`config.mk`:
```
export PLATFORM = sky130hd
export DESIGN_NAME = first_fit_block_allocator_top
export DESIGN_NICKNAME = d
export VERILOG_FILES = /design/src/rtl/ffba_pkg.sv /design/src/rtl/ffba_ram.sv /design/src/rtl/ffba_cfg.sv /design/src/rtl/ffba_seq.sv /design/src/rtl/first_fit_block_allocator_top.sv
export SDC_FILE = /design/constraint.sdc
export NUM_CORES = 2
export LEC_CHECK = 0
export ABC_AREA = 1
export BUFFER_PORTS_ARGS = -buffer_cell sky130_fd_sc_hd__buf_2
export CORE_ASPECT_RATIO = 0.7
export CORE_MARGIN = 10
export CORE_UTILIZATION = 65
export CTS_BUF_LIST = sky130_fd_sc_hd__clkbuf_4 sky130_fd_sc_hd__clkbuf_8
export CTS_CLUSTER_DIAMETER = 200
export DETAILED_ROUTE_END_ITERATION = 6
export PLACE_DENSITY = 0.81
export SLEW_MARGIN = 30
export SYNTH_ARGS = -nofsm -noshare
export SYNTH_HDL_FRONTEND = slang
export SYNTH_SLANG_ARGS = --single-unit
export TNS_END_PERCENT = 100
```
`constraint.sdc`:
```
create_clock -name i_clk -period 7.85 [get_ports i_clk]
set_clock_uncertainty 0.1 [all_clocks]
set_input_delay 0.785 -clock i_clk [delete_from_list [all_inputs] [get_ports i_clk]]
set_output_delay 0.785 -clock i_clk [all_outputs]
set_load 0.01 [all_outputs]
```
`src/rtl/ffba_pkg.sv`:
```
// ----------------------------------------------------------------------------
// ffba_pkg - shared types and constants for the first-fit block allocator
// Payload words, configuration bundle, sequencer states and status codes.
// ----------------------------------------------------------------------------
package ffba_pkg;

    localparam int MAX_BLOCKS_DEF   = 64;
    localparam int HEADER_BYTES_DEF = 24;

    localparam int OFS_W   = 24;               // heap offsets and sizes
    localparam int ADDR_W  = 32;               // payload addresses
    localparam int GROW_W  = OFS_W + 2;        // break + header + request
    localparam int ENTRY_W = 2 * OFS_W + 1;    // {in_use, start, length}
    localparam int APB_AW  = 3;

    localparam logic       MODE_ALLOC = 1'b0;
    localparam logic       MODE_FREE  = 1'b1;

    localparam logic [1:0] STAT_OK      = 2'd0;
    localparam logic [1:0] STAT_NOMEM   = 2'd1;
    localparam logic [1:0] STAT_ZERO    = 2'd2;
    localparam logic [1:0] STAT_MISSING = 2'd3;

    localparam logic       REG_HEAP_BASE  = 1'b0;
    localparam logic       REG_HEAP_LIMIT = 1'b1;

    localparam logic [OFS_W-1:0] HEAP_LIMIT_RST = '1;

    typedef struct packed {
        logic              mode;
        logic [OFS_W-1:0]  req_size;
        logic [ADDR_W-1:0] free_addr;
    } t_in;

    typedef struct packed {
        logic [ADDR_W-1:0] payload_addr;
        logic [OFS_W-1:0]  granted_size;
        logic [1:0]        status;
    } t_out;

    typedef struct packed {
        logic [ADDR_W-1:0] heap_base;
        logic [OFS_W-1:0]  heap_limit;
    } t_cfg;

    typedef enum logic [2:0] {
        ST_IDLE,
        ST_FETCH,
        ST_TEST,
        ST_GROW,
        ST_DONE
    } t_state;

endpackage

```
`src/rtl/ffba_ram.sv`:
```
// ----------------------------------------------------------------------------
// ffba_ram - generic single-write, single-read RAM
// One write port, one read port, read data registered.
// ----------------------------------------------------------------------------
module ffba_ram #(
    parameter int WIDTH = 8,
    parameter int DEPTH = 64
) (
    input  logic                     i_clk,
    input  logic                     i_we,
    input  logic [$clog2(DEPTH)-1:0] i_waddr,
    input  logic [WIDTH-1:0]         i_wdata,
    input  logic [$clog2(DEPTH)-1:0] i_raddr,
    output logic [WIDTH-1:0]         o_rdata
);

    logic [WIDTH-1:0] r_mem [DEPTH];
    logic [WIDTH-1:0] r_rdata;

    always_ff @(posedge i_clk) begin
        if (i_we) begin
            r_mem[i_waddr] <= i_wdata;
        end
        r_rdata <= r_mem[i_raddr];
    end

    assign o_rdata = r_rdata;

endmodule

```
`src/rtl/ffba_cfg.sv`:
```
// ----------------------------------------------------------------------------
// ffba_cfg - APB configuration registers
// Holds heap base and heap limit; zero-wait writes and reads.
// ----------------------------------------------------------------------------
module ffba_cfg (
    input  logic                       i_clk,
    input  logic                       i_rst_n,
    input  logic                       psel,
    input  logic                       penable,
    input  logic                       pwrite,
    input  logic [ffba_pkg::APB_AW-1:0] paddr,
    input  logic [31:0]                pwdata,
    output logic [31:0]                prdata,
    output logic                       pready,
    output ffba_pkg::t_cfg             o_cfg
);

    logic [ffba_pkg::ADDR_W-1:0] r_heap_base;
    logic [ffba_pkg::OFS_W-1:0]  r_heap_limit;
    logic                        wr_en;
    logic                        reg_sel;

    assign reg_sel = paddr[2];
    assign wr_en   = psel & penable & pwrite;

    always_ff @(posedge i_clk) begin
        if (!i_rst_n) begin
            r_heap_base  <= '0;
            r_heap_limit <= ffba_pkg::HEAP_LIMIT_RST;
        end else if (wr_en) begin
            case (reg_sel)
                ffba_pkg::REG_HEAP_BASE:  r_heap_base  <= pwdata;
                ffba_pkg::REG_HEAP_LIMIT: r_heap_limit <= pwdata[ffba_pkg::OFS_W-1:0];
                default: ;
            endcase
        end
    end

    always_comb begin
        case (reg_sel)
            ffba_pkg::REG_HEAP_BASE:  prdata = r_heap_base;
            ffba_pkg::REG_HEAP_LIMIT: prdata = 32'(r_heap_limit);
            default:                  prdata = '0;
        endcase
    end

    assign pready = 1'b1;
    assign o_cfg  = '{heap_base: r_heap_base, heap_limit: r_heap_limit};

endmodule

```
`src/rtl/ffba_seq.sv`:
```
// ----------------------------------------------------------------------------
// ffba_seq - table scan sequencer with shared compare unit
// Walks the block table one entry at a time; appends at the break on an allocate miss.
// ----------------------------------------------------------------------------
module ffba_seq #(
    parameter int MAX_BLOCKS   = ffba_pkg::MAX_BLOCKS_DEF,
    parameter int HEADER_BYTES = ffba_pkg::HEADER_BYTES_DEF,
    localparam int IW = $clog2(MAX_BLOCKS),
    localparam int CW = $clog2(MAX_BLOCKS + 1)
) (
    input  logic                         i_clk,
    input  logic                         i_rst_n,
    input  logic                         start,
    output logic                         busy,
    input  ffba_pkg::t_in                i_item,
    input  ffba_pkg::t_cfg               i_cfg,
    output logic                         o_valid,
    output ffba_pkg::t_out               o_result,
    output logic                         o_ram_we,
    output logic [IW-1:0]                o_ram_waddr,
    output logic [ffba_pkg::ENTRY_W-1:0] o_ram_wdata,
    output logic [IW-1:0]                o_ram_raddr,
    input  logic [ffba_pkg::ENTRY_W-1:0] i_ram_rdata
);

    localparam int OW = ffba_pkg::OFS_W;
    localparam int AW = ffba_pkg::ADDR_W;
    localparam int GW = ffba_pkg::GROW_W;
    localparam logic [AW-1:0] HDR_A = AW'(HEADER_BYTES);
    localparam logic [GW-1:0] HDR_G = GW'(HEADER_BYTES);
    localparam logic [CW-1:0] MAX_C = CW'(MAX_BLOCKS);

    ffba_pkg::t_state r_state, n_state;

    // control state
    logic [CW-1:0] r_count, n_count;
    logic [OW-1:0] r_break, n_break;

    // working registers
    logic          r_mode,   n_mode;
    logic [OW-1:0] r_req,    n_req;
    logic [AW-1:0] r_key,    n_key;      // free address as a heap offset
    logic [AW-1:0] r_base_h, n_base_h;   // heap_base + header
    logic [IW-1:0] r_idx,    n_idx;
    logic [AW-1:0] r_addr,   n_addr;
    logic [OW-1:0] r_size,   n_size;
    logic [1:0]    r_status, n_status;

    logic          rd_used;
    logic [OW-1:0] rd_start;
    logic [OW-1:0] rd_len;
    logic [AW-1:0] cmp_a, cmp_b;
    logic          cmp_ge, cmp_eq;
    logic          hit, last, zero_req;
    logic [GW-1:0] grow_sum;
    logic          grow_ok;

    assign rd_used  = i_ram_rdata[ffba_pkg::ENTRY_W-1];
    assign rd_start = i_ram_rdata[2*OW-1:OW];
    assign rd_len   = i_ram_rdata[OW-1:0];

    // shared compare: size fit on allocate, offset match on free
    assign cmp_a  = (r_mode == ffba_pkg::MODE_ALLOC) ? AW'(rd_len) : AW'(rd_start);
    assign cmp_b  = (r_mode == ffba_pkg::MODE_ALLOC) ? AW'(r_req)  : r_key;
    assign cmp_ge = (cmp_a >= cmp_b);
    assign cmp_eq = (cmp_a == cmp_b);
    assign hit    = (r_mode == ffba_pkg::MODE_ALLOC) ? (!rd_used && cmp_ge) : cmp_eq;
    assign last   = ((CW'(r_idx) + CW'(1)) == r_count);

    assign zero_req = (i_item.mode == ffba_pkg::MODE_ALLOC) ? (i_item.req_size == '0)
                                                            : (i_item.free_addr == '0);

    assign grow_sum = GW'(r_break) + HDR_G + GW'(r_req);
    assign grow_ok  = (r_count < MAX_C) && (grow_sum <= GW'(i_cfg.heap_limit));

    always_ff @(posedge i_clk) begin
        if (!i_rst_n) begin
            r_state <= ffba_pkg::ST_IDLE;
            r_count <= '0;
            r_break <= '0;
        end else begin
            r_state <= n_state;
            r_count <= n_count;
            r_break <= n_break;
        end
    end

    always_ff @(posedge i_clk) begin
        r_mode   <= n_mode;
        r_req    <= n_req;
        r_key    <= n_key;
        r_base_h <= n_base_h;
        r_idx    <= n_idx;
        r_addr   <= n_addr;
        r_size   <= n_size;
        r_status <= n_status;
    end

    // next state
    always_comb begin
        n_state = r_state;
        case (r_state)
            ffba_pkg::ST_IDLE: begin
                if (start) begin
                    if (zero_req) begin
                        n_state = ffba_pkg::ST_DONE;
                    end else if (r_count == '0) begin
                        n_state = (i_item.mode == ffba_pkg::MODE_ALLOC) ? ffba_pkg::ST_GROW
                                                                        : ffba_pkg::ST_DONE;
                    end else begin
                        n_state = ffba_pkg::ST_FETCH;
                    end
                end
            end
            ffba_pkg::ST_FETCH: n_state = ffba_pkg::ST_TEST;
            ffba_pkg::ST_TEST: begin
                if (hit) begin
                    n_state = ffba_pkg::ST_DONE;
                end else if (last) begin
                    n_state = (r_mode == ffba_pkg::MODE_ALLOC) ? ffba_pkg::ST_GROW
                                                               : ffba_pkg::ST_DONE;
                end else begin
                    n_state = ffba_pkg::ST_FETCH;
                end
            end
            ffba_pkg::ST_GROW: n_state = ffba_pkg::ST_DONE;
            ffba_pkg::ST_DONE: n_state = ffba_pkg::ST_IDLE;
            default:           n_state = ffba_pkg::ST_IDLE;
        endcase
    end

    // datapath
    always_comb begin
        n_count  = r_count;
        n_break  = r_break;
        n_mode   = r_mode;
        n_req    = r_req;
        n_key    = r_key;
        n_base_h = r_base_h;
        n_idx    = r_idx;
        n_addr   = r_addr;
        n_size   = r_size;
        n_status = r_status;
        case (r_state)
            ffba_pkg::ST_IDLE: begin
                if (start) begin
                    n_mode   = i_item.mode;
                    n_req    = i_item.req_size;
                    n_key    = i_item.free_addr - i_cfg.heap_base - HDR_A;
                    n_base_h = i_cfg.heap_base + HDR_A;
                    n_idx    = '0;
                    n_addr   = '0;
                    n_size   = '0;
                    n_status = zero_req ? ffba_pkg::STAT_ZERO : ffba_pkg::STAT_MISSING;
                end
            end
            ffba_pkg::ST_TEST: begin
                if (hit) begin
                    n_status = ffba_pkg::STAT_OK;
                    if (r_mode == ffba_pkg::MODE_ALLOC) begin
                        n_addr = r_base_h + AW'(rd_start);
                        n_size = rd_len;
                    end
                end else if (!last) begin
                    n_idx = r_idx + IW'(1);
                end
            end
            ffba_pkg::ST_GROW: begin
                if (grow_ok) begin
                    n_status = ffba_pkg::STAT_OK;
                    n_addr   = r_base_h + AW'(r_break);
                    n_size   = r_req;
                    n_count  = r_count + CW'(1);
                    n_break  = grow_sum[OW-1:0];
                end else begin
                    n_status = ffba_pkg::STAT_NOMEM;
                end
            end
            default: ;
        endcase
    end

    // outputs
    always_comb begin
        busy        = (r_state != ffba_pkg::ST_IDLE);
        o_valid     = (r_state == ffba_pkg::ST_DONE);
        o_ram_raddr = r_idx;
        o_ram_we    = 1'b0;
        o_ram_waddr = r_idx;
        o_ram_wdata = {(r_mode == ffba_pkg::MODE_ALLOC), rd_start, rd_len};
        case (r_state)
            ffba_pkg::ST_TEST: o_ram_we = hit;
            ffba_pkg::ST_GROW: begin
                o_ram_we    = grow_ok;
                o_ram_waddr = r_count[IW-1:0];
                o_ram_wdata = {1'b1, r_break, r_req};
            end
            default: ;
        endcase
    end

    assign o_result = '{payload_addr: r_addr, granted_size: r_size, status: r_status};

endmodule

```
`src/rtl/first_fit_block_allocator_top.sv`:
```
// ----------------------------------------------------------------------------
// first_fit_block_allocator_top - first-fit heap block allocator
// Null or zero-size requests go straight to the result; otherwise each entry visited
// takes a fetch and a test step, plus a grow step when a new block is appended.
// Throughput: one word at a time; busy stays high through the result strobe cycle.
// The scan reads the table through the single read port of the block table RAM.
// Result is shown for exactly one cycle with o_valid; the receiver cannot stall.
// Reset (synchronous, i_rst_n low) empties the table and zeroes the break.
// ----------------------------------------------------------------------------
module first_fit_block_allocator_top #(
    parameter int MAX_BLOCKS   = ffba_pkg::MAX_BLOCKS_DEF,
    parameter int HEADER_BYTES = ffba_pkg::HEADER_BYTES_DEF
) (
    input  logic                        i_clk,
    input  logic                        i_rst_n,
    // command channel
    input  logic                        start,
    output logic                        busy,
    input  ffba_pkg::t_in               i_item,
    // result channel
    output logic                        o_valid,
    output ffba_pkg::t_out              o_result,
    // configuration
    input  logic                        psel,
    input  logic                        penable,
    input  logic                        pwrite,
    input  logic [ffba_pkg::APB_AW-1:0] paddr,
    input  logic [31:0]                 pwdata,
    output logic [31:0]                 prdata,
    output logic                        pready
);

    localparam int IW = $clog2(MAX_BLOCKS);

    ffba_pkg::t_cfg               cfg;
    logic                         ram_we;
    logic [IW-1:0]                ram_waddr;
    logic [ffba_pkg::ENTRY_W-1:0] ram_wdata;
    logic [IW-1:0]                ram_raddr;
    logic [ffba_pkg::ENTRY_W-1:0] ram_rdata;

    // heap base / limit registers
    ffba_cfg u_cfg (
        .i_clk   (i_clk),
        .i_rst_n (i_rst_n),
        .psel    (psel),
        .penable (penable),
        .pwrite  (pwrite),
        .paddr   (paddr),
        .pwdata  (pwdata),
        .prdata  (prdata),
        .pready  (pready),
        .o_cfg   (cfg)
    );

    // block table: {in_use, start, length} per entry. Only entries below the
    // block count are ever read, so the RAM needs no clearing after reset.
    ffba_ram #(
        .WIDTH (ffba_pkg::ENTRY_W),
        .DEPTH (MAX_BLOCKS)
    ) u_table (
        .i_clk   (i_clk),
        .i_we    (ram_we),
        .i_waddr (ram_waddr),
        .i_wdata (ram_wdata),
        .i_raddr (ram_raddr),
        .o_rdata (ram_rdata)
    );

    // scan sequencer: fetch, test with the shared comparator, append on a miss
    ffba_seq #(
        .MAX_BLOCKS   (MAX_BLOCKS),
        .HEADER_BYTES (HEADER_BYTES)
    ) u_seq (
        .i_clk       (i_clk),
        .i_rst_n     (i_rst_n),
        .start       (start),
        .busy        (busy),
        .i_item      (i_item),
        .i_cfg       (cfg),
        .o_valid     (o_valid),
        .o_result    (o_result),
        .o_ram_we    (ram_we),
        .o_ram_waddr (ram_waddr),
        .o_ram_wdata (ram_wdata),
        .o_ram_raddr (ram_raddr),
        .i_ram_rdata (ram_rdata)
    );

endmodule

```
==> results.yml <==
routing:
  remaining_drc_errors: 1
  route.detailed.wl_per_inst_um: 28.7
  drt_wl_total_um: 427000
  viasPerCell: 6.81
  num_vias: 101000
  drtPass1Iterations: 7
  drt-initial-drc-count: 19300
  post_detailed_route_count_of_antenna_violating_nets: 0
placement:
  hpwlAfterDp_um: 255000
  io_buffer_count: 187
  dp.cells: 13900
  routabilityCongestion: 1.02
clock_tree:
  cts_tree: "done"
  clock_sinks: 3428
  clock_tree.htree_level_count: 5
  clock_path_buffers: 4
  cts_repair_resize_count: 0
  worstSkewPairLatency_ps: 1060
  post_cts_setup_buffers: 0
  cts_made_buffers: 475
  clk_root_buffer_cell: "sky130_fd_sc_hd__clkbuf_8"
  clk_pin_slew_worst_paths_ps: 70
  cts_hold_repair.buffers: 57
global_routing:
  global_route.usage.total: 0.349
  grt_pass1_wl_um: 617000
  antenna_found_initial: 33
  maximum_number_of_pins_on_one_net_before_global_route_repair: 192
  vias_in_the_first_global_route: 94300
  global_route.overflow_total: 0
synth:
  synth_area_per_cell_um2: 12.3
  synth_nets: 11600
  synth_seq_cells: 3428
  post_synth_num_cell_types: 56
  syn-cell-area_um2: 140000
  synthesis.instances: 11300
  synth_seq_area_share: 0.726
  yosys_warnings: 0
floorplan:
  width_of_the_die_um: 574
  pin_count: 191
  start_util: 0.653
  rows: 142
  core_area_um2: 214000
  die-height_um: 408
  die_outline_area_um2: 234000
timing:
  fmax_mhz: 143
  share_of_the_clock_period_used_by_the_worst_path: 0.893
  total_negative_slack_ps: 0
  slew_headroom: 0.280
  rsz0062_at_grt: "no"
  setup_violating_endpoint_count_in_the_final_report: 0
  worst_slew_pin_slew_ps: 1080
  finalCriticalPeriod_ps: 7010
  final_count_of_hold_timing_violations: 0
  finalMaxSlewViolations: 0
critical_path:
  critical_path.max_fanout: 29
  timing.critical_path.from_type: "register"
  critical_path.most_common_cell: "sky130_fd_sc_hd__inv_1"
  critPathTopFamily: "simple AND/OR/NAND/NOR gates"
  worst_setup_path_end_kind: "register"
  slowest_stage: "sky130_fd_sc_hd__buf_4"
  required_worst_endpoint_ps: 8400
  max_stage_delay_ps: 540
  crit_type: "reg2reg"
  critPathBufInv: 6
  critical_path_arrival_ps: 7560
run:
  max-cap-violations: 0
cells_and_area:
  finalNetCount: 11800
  layout-area-overhead-vs-synth_pct: 11.0
  final_layout_size_suffix_gt1_frac: 0.114
  post_layout_nonfiller_instances: 14800
power_and_ir_drop:
  power.leakage_nw: 52.3
  power.share.switching: 0.383
  peakVddDrop_v: 0.000309
  internal-power_mw: 34.2
  share_clk_of_total_power: 0.247
  power_density_nw_per_um2: 357
  power.sequential.fraction: 0.422
  p_switching_mw: 21.3
  p_comb_frac: 0.332
run_status:
  run_status: "finished with violations"
  violations: "design-rule violations"
hold_path:
  min_path_type: "in2reg"
==> power by group through the flow <==
stage          clock, mW  combinational, mW  sequential, mW
6_report            13.7               18.4            23.4
2_1_floorplan          0               9.77            24.1
5_1_grt             14.5               19.2            23.4
3_5_place_dp           0               17.5            23.8
4_1_cts             13.7               17.6            23.4
3_3_place_gp           0               16.9            23.7
==> routing by layer <==
layer  global-route usage  routed length [um]  vias up
li1                     -                   -    42300
met1                0.507              155000    48200
met2                0.483              178000     9234
met3                0.111               70300     1299
met4                0.157               22600       30
met5                    0                 227        -
==> cell type report <==
class                      instances  area (um2)
fill                           13400       58800
antenna                            6        15.0
tap                             2880        3600
multi-input combinational       6798       35100
timing repair buffer             503        4290
clock buffer                     688        8230
clock inverter                   175        1060
inverter                         370        1420
sequential                      3428      102000
==> worst paths after layout <==
| path | startpoint | end | slack, ps | depth (start not counted) |
|---|---|---|---|---|
| max reg2reg | u_seq.r_break[4] | u_table.r_mem[16][6] | 840 | 30 |
| min | penable | u_cfg.r_heap_limit[0] | 90 | 4 |
| max | u_seq.r_break[4] | u_table.r_mem[16][6] | 840 | 30 |
| min reg2reg | u_cfg.r_heap_base[1] | u_seq.r_base_h[1] | 340 | 0 |
==> per-stage QoR <==
stage	instance area, um2	hold WS (ps)	setup slack, ps	total power, mW	utilization
3_5_place_dp	145000	320	1080	41.3	0.679
5_1_grt	155000	139	546	57.1	0.725
4_1_cts	155000	40.5	1030	54.7	0.725
3_3_place_gp	145000	319	1020	40.6	0.679
2_1_floorplan	140000	308	996	33.9	-
6_report	155000	87.5	843	55.5	0.725
==> Yosys cell counts, drive strengths merged <==
master / n / area share
nand4: 31 / 0.0014
o32ai: 57 / 0.0036
o311a: 1 / 0.000072
fa: 3 / 0.00043
ha: 162 / 0.014
nand3: 59 / 0.0023
mux2i: 23 / 0.0016
a211oi: 6 / 0.00032
o22ai: 964 / 0.043
nand3b: 1 / 0.000054
dfxtp: 139 / 0.020
nor4: 22 / 0.0010
o221a: 2 / 0.00016
conb: 1 / 0.000027
a22oi: 1 / 0.000054
and2: 1 / 0.000045
nor2: 2370 / 0.064
or2: 4 / 0.00018
o211ai: 8 / 0.00043
a21boi: 4 / 0.00021
xnor2: 20 / 0.0013
a31o: 2 / 0.00013
o2111ai: 3 / 0.00019
nor3: 36 / 0.0014
a211o: 1 / 0.000063
clkbuf: 648 / 0.017
o21ai: 2244 / 0.080
a31oi: 8 / 0.00036
o21a: 9 / 0.00048
inv: 367 / 0.0098
clkinv: 3 / 0.000080
o21bai: 6 / 0.00032
o221ai: 6 / 0.00038
a21oi: 208 / 0.0074
xor2: 83 / 0.0052
a32oi: 2 / 0.00013
edfxtp: 3289 / 0.71
a21o: 4 / 0.00021
buf: 92 / 0.0031
nand2: 444 / 0.013
or3: 2 / 0.000089
==> cells by family (layout without fill, tap and decap cells) <==
family,count (synthesis),after routing,share of synthesized area
fa+ha+maj,165,165,0.0149
compound gates,3536,3536,0.138
flops,3428,3428,0.726
buf+inv,1110,1736,0.0304
other cells,1,7,0.0000268
mux,23,23,0.00165
simple gates,2970,2970,0.0827
xor+xnor,103,103,0.00645
==> registers in the layout, summed over array words and instances (netlist names) <==
signal and count:
u_seq.r_key 32, u_seq.r_addr 32, u_cfg.r_heap_base 32, u_cfg.r_heap_limit 24
u_seq.r_mode 1, u_seq.r_state 3, u_seq.r_size 24, u_seq.r_req 24
u_seq.r_count 7, u_table.r_mem 3136, u_table.o_rdata 49, u_seq.o_ram_raddr 6
u_seq.r_status 2, u_seq.r_base_h 32, u_seq.r_break 24
==> worst register-to-register path: cells and delay by family (launching register included) <==
family	cells	cell delay (ps)
xor+xnor	2	270
fa+ha+maj	3	880
flops	1	350
simple gates	16	3210
buf+inv	6	1110
compound gates	3	660
==> placed cells by master (no fill, tap or decap), types with 9 or more instances in the layout <==
master	Yosys	final
sky130_fd_sc_hd__clkinv_2	0	43
sky130_fd_sc_hd__nor2_1	2366	2299
sky130_fd_sc_hd__inv_1	365	361
sky130_fd_sc_hd__o32ai_1	57	54
sky130_fd_sc_hd__o21a_1	9	9
sky130_fd_sc_hd__nand4_1	31	31
sky130_fd_sc_hd__clkbuf_8	0	490
sky130_fd_sc_hd__a21oi_1	208	208
sky130_fd_sc_hd__mux2i_1	23	23
sky130_fd_sc_hd__edfxtp_1	3289	3289
sky130_fd_sc_hd__dfxtp_1	139	139
sky130_fd_sc_hd__nand2_4	9	9
sky130_fd_sc_hd__o21ai_4	0	47
sky130_fd_sc_hd__buf_4	1	192
sky130_fd_sc_hd__buf_12	0	65
sky130_fd_sc_hd__nand2_1	433	433
sky130_fd_sc_hd__nand3_1	56	56
sky130_fd_sc_hd__nor4_1	21	20
sky130_fd_sc_hd__nor2_4	1	67
sky130_fd_sc_hd__o21ai_0	2241	2193
sky130_fd_sc_hd__ha_1	162	162
sky130_fd_sc_hd__dlygate4sd3_1	0	57
sky130_fd_sc_hd__bufinv_16	0	9
sky130_fd_sc_hd__xor2_1	83	83
sky130_fd_sc_hd__o22ai_1	964	964
sky130_fd_sc_hd__clkinv_1	3	108
sky130_fd_sc_hd__xnor2_1	20	20
sky130_fd_sc_hd__clkbuf_4	0	198
sky130_fd_sc_hd__nor3_1	33	32
sky130_fd_sc_hd__buf_2	50	187
Note: power is estimated with default switching activity, not from simulation.
